$ cat src/hw/rtl/sliding_window_spread_max_unit_assert.svh
// Assertion macros used by the sliding window spread max datapath.
`ifndef SLIDING_WINDOW_SPREAD_MAX_UNIT_ASSERT_SVH
`define SLIDING_WINDOW_SPREAD_MAX_UNIT_ASSERT_SVH

// Same-cycle implication on aclk, off while aresetn is low.
`define SWSM_ASSERT_HOLD(label, ante, cons, msg) \
    label: assert property (@(posedge aclk) disable iff (!aresetn) (ante) |-> (cons)) \
        else $error(msg);

// Next-cycle implication on aclk, off while aresetn is low.
`define SWSM_ASSERT_NEXT(label, ante, cons, msg) \
    label: assert property (@(posedge aclk) disable iff (!aresetn) (ante) |=> (cons)) \
        else $error(msg);

`endif

$ cat src/hw/rtl/swsm_pkg.sv
// Shared constants, entry layout and controller/datapath interface types.
package swsm_pkg;

    localparam int MAX_WINDOW = 1024;
    localparam int ADDR_W     = $clog2(MAX_WINDOW);
    localparam int CNT_W      = ADDR_W + 1;
    localparam int POS_W      = CNT_W;
    localparam int SAMPLE_W   = 31;
    localparam int WLEN_W     = 11;
    localparam int SPREAD_W   = 32;
    localparam int TDATA_W    = 32;
    localparam int APB_DATA_W = 32;
    localparam int PADDR_W    = 3;

    // Register word index taken from paddr[2]
    localparam logic REG_WINDOW_LENGTH = 1'b0;

    // One candidate: arrival position and sample value
    typedef struct packed {
        logic [POS_W-1:0]    idx;
        logic [SAMPLE_W-1:0] val;
    } entry_t;

    // Which candidate queue the sequencer works on
    typedef enum logic {
        Q_MAX = 1'b0,
        Q_MIN = 1'b1
    } qsel_t;

    // Commands from the controller
    typedef struct packed {
        logic  load_in;
        logic  rd_tail;
        logic  evict;
        logic  pop;
        logic  push;
        logic  finish;
        qsel_t sel;
    } cmd_t;

    // Status back to the controller
    typedef struct packed {
        logic cnt_zero;
        logic evict_hit;
        logic pop_hit;
        logic last;
        logic out_free;
    } sts_t;

endpackage

$ cat src/hw/rtl/swsm_ctrl.sv
// Sequencer that steps each item through eviction, tail pruning, push and spread update.
module swsm_ctrl (
    input  logic            aclk,
    input  logic            aresetn,
    input  logic            s_tvalid,
    output logic            s_tready,
    input  swsm_pkg::sts_t  sts,
    output swsm_pkg::cmd_t  cmd
);
    import swsm_pkg::*;

    typedef enum logic [2:0] {
        ST_IDLE,
        ST_EV_RD,
        ST_EV_CHK,
        ST_TL_RD,
        ST_TL_CHK,
        ST_PUSH,
        ST_HD_RD,
        ST_HD_CHK
    } state_t;

    state_t state_reg, state_next;
    qsel_t  sel_reg, sel_next;

    assign s_tready = (state_reg == ST_IDLE);

    // Decode commands and the next state
    always_comb begin
        state_next  = state_reg;
        sel_next    = sel_reg;
        cmd         = '0;
        cmd.sel     = sel_reg;
        unique case (state_reg)
            ST_IDLE: begin
                if (s_tvalid) begin
                    cmd.load_in = 1'b1;
                    sel_next    = Q_MAX;
                    state_next  = ST_EV_RD;
                end
            end
            ST_EV_RD: begin
                state_next = sts.cnt_zero ? ST_TL_RD : ST_EV_CHK;
            end
            ST_EV_CHK: begin
                if (sts.evict_hit) begin
                    cmd.evict  = 1'b1;
                    state_next = ST_EV_RD;
                end else begin
                    state_next = ST_TL_RD;
                end
            end
            ST_TL_RD: begin
                cmd.rd_tail = 1'b1;
                state_next  = sts.cnt_zero ? ST_PUSH : ST_TL_CHK;
            end
            ST_TL_CHK: begin
                if (sts.pop_hit) begin
                    cmd.pop    = 1'b1;
                    state_next = ST_TL_RD;
                end else begin
                    state_next = ST_PUSH;
                end
            end
            ST_PUSH: begin
                cmd.push = 1'b1;
                if (sel_reg == Q_MAX) begin
                    sel_next   = Q_MIN;
                    state_next = ST_EV_RD;
                end else begin
                    state_next = ST_HD_RD;
                end
            end
            ST_HD_RD: begin
                state_next = ST_HD_CHK;
            end
            ST_HD_CHK: begin
                // hold while a final result cannot be placed yet
                if (!sts.last || sts.out_free) begin
                    cmd.finish = 1'b1;
                    state_next = ST_IDLE;
                end
            end
            default: begin
                state_next = ST_IDLE;
            end
        endcase
    end

    // Hold state and queue select
    always_ff @(posedge aclk) begin
        if (!aresetn) begin
            state_reg <= ST_IDLE;
            sel_reg   <= Q_MAX;
        end else begin
            state_reg <= state_next;
            sel_reg   <= sel_next;
        end
    end

endmodule

$ cat config.mk
export PLATFORM = sky130hd
export DESIGN_NAME = swsm_ctrl
export DESIGN_NICKNAME = d
export VERILOG_FILES = /design/src/hw/rtl/sliding_window_spread_max_unit_assert.svh /design/src/hw/rtl/swsm_pkg.sv /design/src/hw/rtl/swsm_ctrl.sv
export SDC_FILE = /design/constraint.sdc
export NUM_CORES = 1
export LEC_CHECK = 0
export BUFFER_PORTS_ARGS = -buffer_cell sky130_fd_sc_hd__buf_2
export CAP_MARGIN = 10
export CORE_AREA = 5 5 42 44
export CTS_BUF_LIST = sky130_fd_sc_hd__clkbuf_4 sky130_fd_sc_hd__clkbuf_8
export CTS_CLUSTER_DIAMETER = 50
export DETAILED_ROUTE_END_ITERATION = 8
export DIE_AREA = 0 0 47 49
export SYNTH_ARGS = -nofsm -noshare
export SYNTH_HDL_FRONTEND = slang
export SYNTH_SLANG_ARGS = --single-unit
$ cat constraint.sdc
create_clock -name aclk -period 0.9 [get_ports aclk]
set_input_delay 0.09 -clock aclk [delete_from_list [all_inputs] [get_ports aclk]]
set_output_delay 0.09 -clock aclk [all_outputs]
set_load 0.1 [all_outputs]
==> metrics.txt <==
Row Count=14; DRT Pass-1 Iters=4; footprint of the multi-input gates=272 um2; largest family of logic cells by synthesized area=simple AND/OR/NAND/NOR gates; max reg flops=3; die width=47 um; VDD IR max=0.804 mV; top post-synthesis cells by area=dfxtp_1 24%, buf_4 6.7%, buf_6 6.7%; routed vias/inst=4.83; Peak Freq=0.756 GHz; Post-Syn Instances=38; drt total wl=930 um; Post-DRT Antenna Nets=0; Critical Path Sink Type=output pin; Final Power=833 uW; core area=1400 um2; DRT iter0 DRCs=6; mux cell area share after synthesis=0; clk root buf=clkbuf_4; Mapped Area=338 um2; period utilisation layout=1.47; Final Max Tran Viols=0; CP endpoint=cmd[6]; Adder-Cell Fraction of Synth Area=0; PD cells=1170 nW/um2; Req. time, crit path=810 ps; Worst Tran Pin Value=299 ps; area fraction of the dominant cell type after synthesis=0.237; status=finished with violations; # clock sinks=4; hold crit path type=input pin to flop; Reg2Reg Depth=4; # DRC=0; failing checks=setup timing; simple-gate portion of the synthesized area=0.378; CP Class=flop to output pin; Post-Layout Cell Count=78; Arr. time, crit path=1230 ps; Post-Synth XOR/XNOR Area=0; IO Count=16; die footprint=2300 um2; Skew-Pair Late Insertion Delay=240 ps; post-synth cell types=26; Final Core Density=0.510; CTS Buf Count=3; nets=72; GRT overflow=0; synth warn=0; Slew HR=0.798; setup slack after layout=-423 ps; Seq/Total Area, Yosys=0.237; CTS tree=yes; number of synthesized flops with an enable pin=0; routed via count=377; ys async rst share=0; placed insts=70; FILL cells=134; number of buffers inserted by port buffering=15; Hold-fix buffers, CTS=0; CTS H-tree depth=1; register bit total from synthesis=4; Yosys top cell by area=dfxtp_1; syn nets=46; clock skew=3.47 ps; Clock transition at path regs=40 ps; WL per Instance=11.9 um; vias in the first global route=378; RSZ-0062 raised after global routing=yes; final setup fails=12; die height=49 um; Crit Path Max Fanout=6; r2r setup slk=-260 ps; Synth Flop Type=dfxtp_1; hpwl dp=691 um; share of layout cells above drive strength 1=0.774; largest net degree at the start of global routing=16; global placement routability congestion=0.769; Synth Area per Inst=8.89 um2; Pleak=0.000289 uW; GRT Overall Usage=0.101; initial antenna violation count=0; register area=95.1 um2; Max-cap violations=0; Tmin final=1320 ps; Critical path origin=state_reg[0]$_SDFFE_PN0P_; Compound-Gate Fraction of Synth Area=0.241; Starting Density=0.241; commonest non-fill, non-tap cell in the layout=buf_12; Area Growth Syn to Fin=111%; Setup TNS Final=-3400 ps; Worst setup SP type=flop; most frequent cells in the layout=9 x buf_12, 7 x buf_2, 7 x buf_4; RR Endpoint=state_reg[0]$_SDFFE_PN0P_; final hold viol count=0; worst hold slack=118 ps; clock tree buffer depth=2; diodes inserted=0; source of the worst register-to-register timing path=state_reg[2]$_SDFFE_PN0P_; first-pass GRT wire length=1660 um
-- worst min path at each step --
stage                     slack, ps     from  cells after the start                         to
after floorplan                 210  aresetn                      2  state_reg[0]$_SDFFE_PN0P_
after global placement          370  aresetn                      3  state_reg[0]$_SDFFE_PN0P_
after detailed placement        360  aresetn                      3  state_reg[0]$_SDFFE_PN0P_
after CTS                       100  aresetn                      3  state_reg[0]$_SDFFE_PN0P_
after global routing            130  aresetn                      2  state_reg[1]$_SDFFE_PN0P_
final                           120  aresetn                      3  state_reg[0]$_SDFFE_PN0P_
-- stage by stage --
stage / setup slack (ps) / cell area, um2
2_1_floorplan: -940 / 384
3_3_place_gp: -196 / 608
3_5_place_dp: -203 / 608
4_1_cts: -449 / 701
5_1_grt: -477 / 714
6_report: -423 / 714
-- synth_stat cells (2+ instances only) --
cell type	count
nor2b_1	2
buf_4	3
buf_6	2
o21ai_0	2
nand2b_1	2
nand2_1	2
dfxtp_1	4
a21oi_1	3
-- routing by layer --
metal | GRT usage | wire length, um | vias up
met5 | 0 | 0 | -
met1 | 0.117 | 380 | 175
li1 | - | - | 188
met2 | 0.147 | 466 | 12
met3 | 0.0148 | 54 | 2
met4 | 0.0968 | 27 | 0
-- area by class of cell --
class | count | area share
multi-input combinational | 28 | 0.380
tap | 16 | 0.0280
sequential | 4 | 0.133
clock buffer | 3 | 0.0315
timing repair buffer | 26 | 0.422
inverter | 1 | 0.00525
-- critical path: stages, from the launching register on --
cell	delay [ps]
dfxtp_4	360
buf_6	130
nor3_4	170
and2_4	170
buf_12	160
-- repair_timing --
item / CTS / global route
endpoints found under the hold margin: 0 / 0
buffers inserted: 5 / 0
resized for setup: 10 / 3
setup endpoints to repair: 12 / 12
pin swaps: 7 / 2
-- cell families (layout without fill, tap and decap cells) --
group	count (synthesis)	after routing
flip-flops	4	4
AND/OR/NAND/NOR	17	17
AO/OA/AOI/OAI	11	11
buffers and inverters	6	30
-- report_power, final --
group / switching, uW / internal, uW / leakage [uW] / total, uW
combinational: 209 / 178 / 0.000239 / 387
sequential: 35.2 / 185 / 0.0000356 / 220
clock: 77.0 / 149 / 0.0000138 / 226
total: 321 / 512 / 0.000289 / 833
Note: power is estimated with default switching activity, not from simulation.
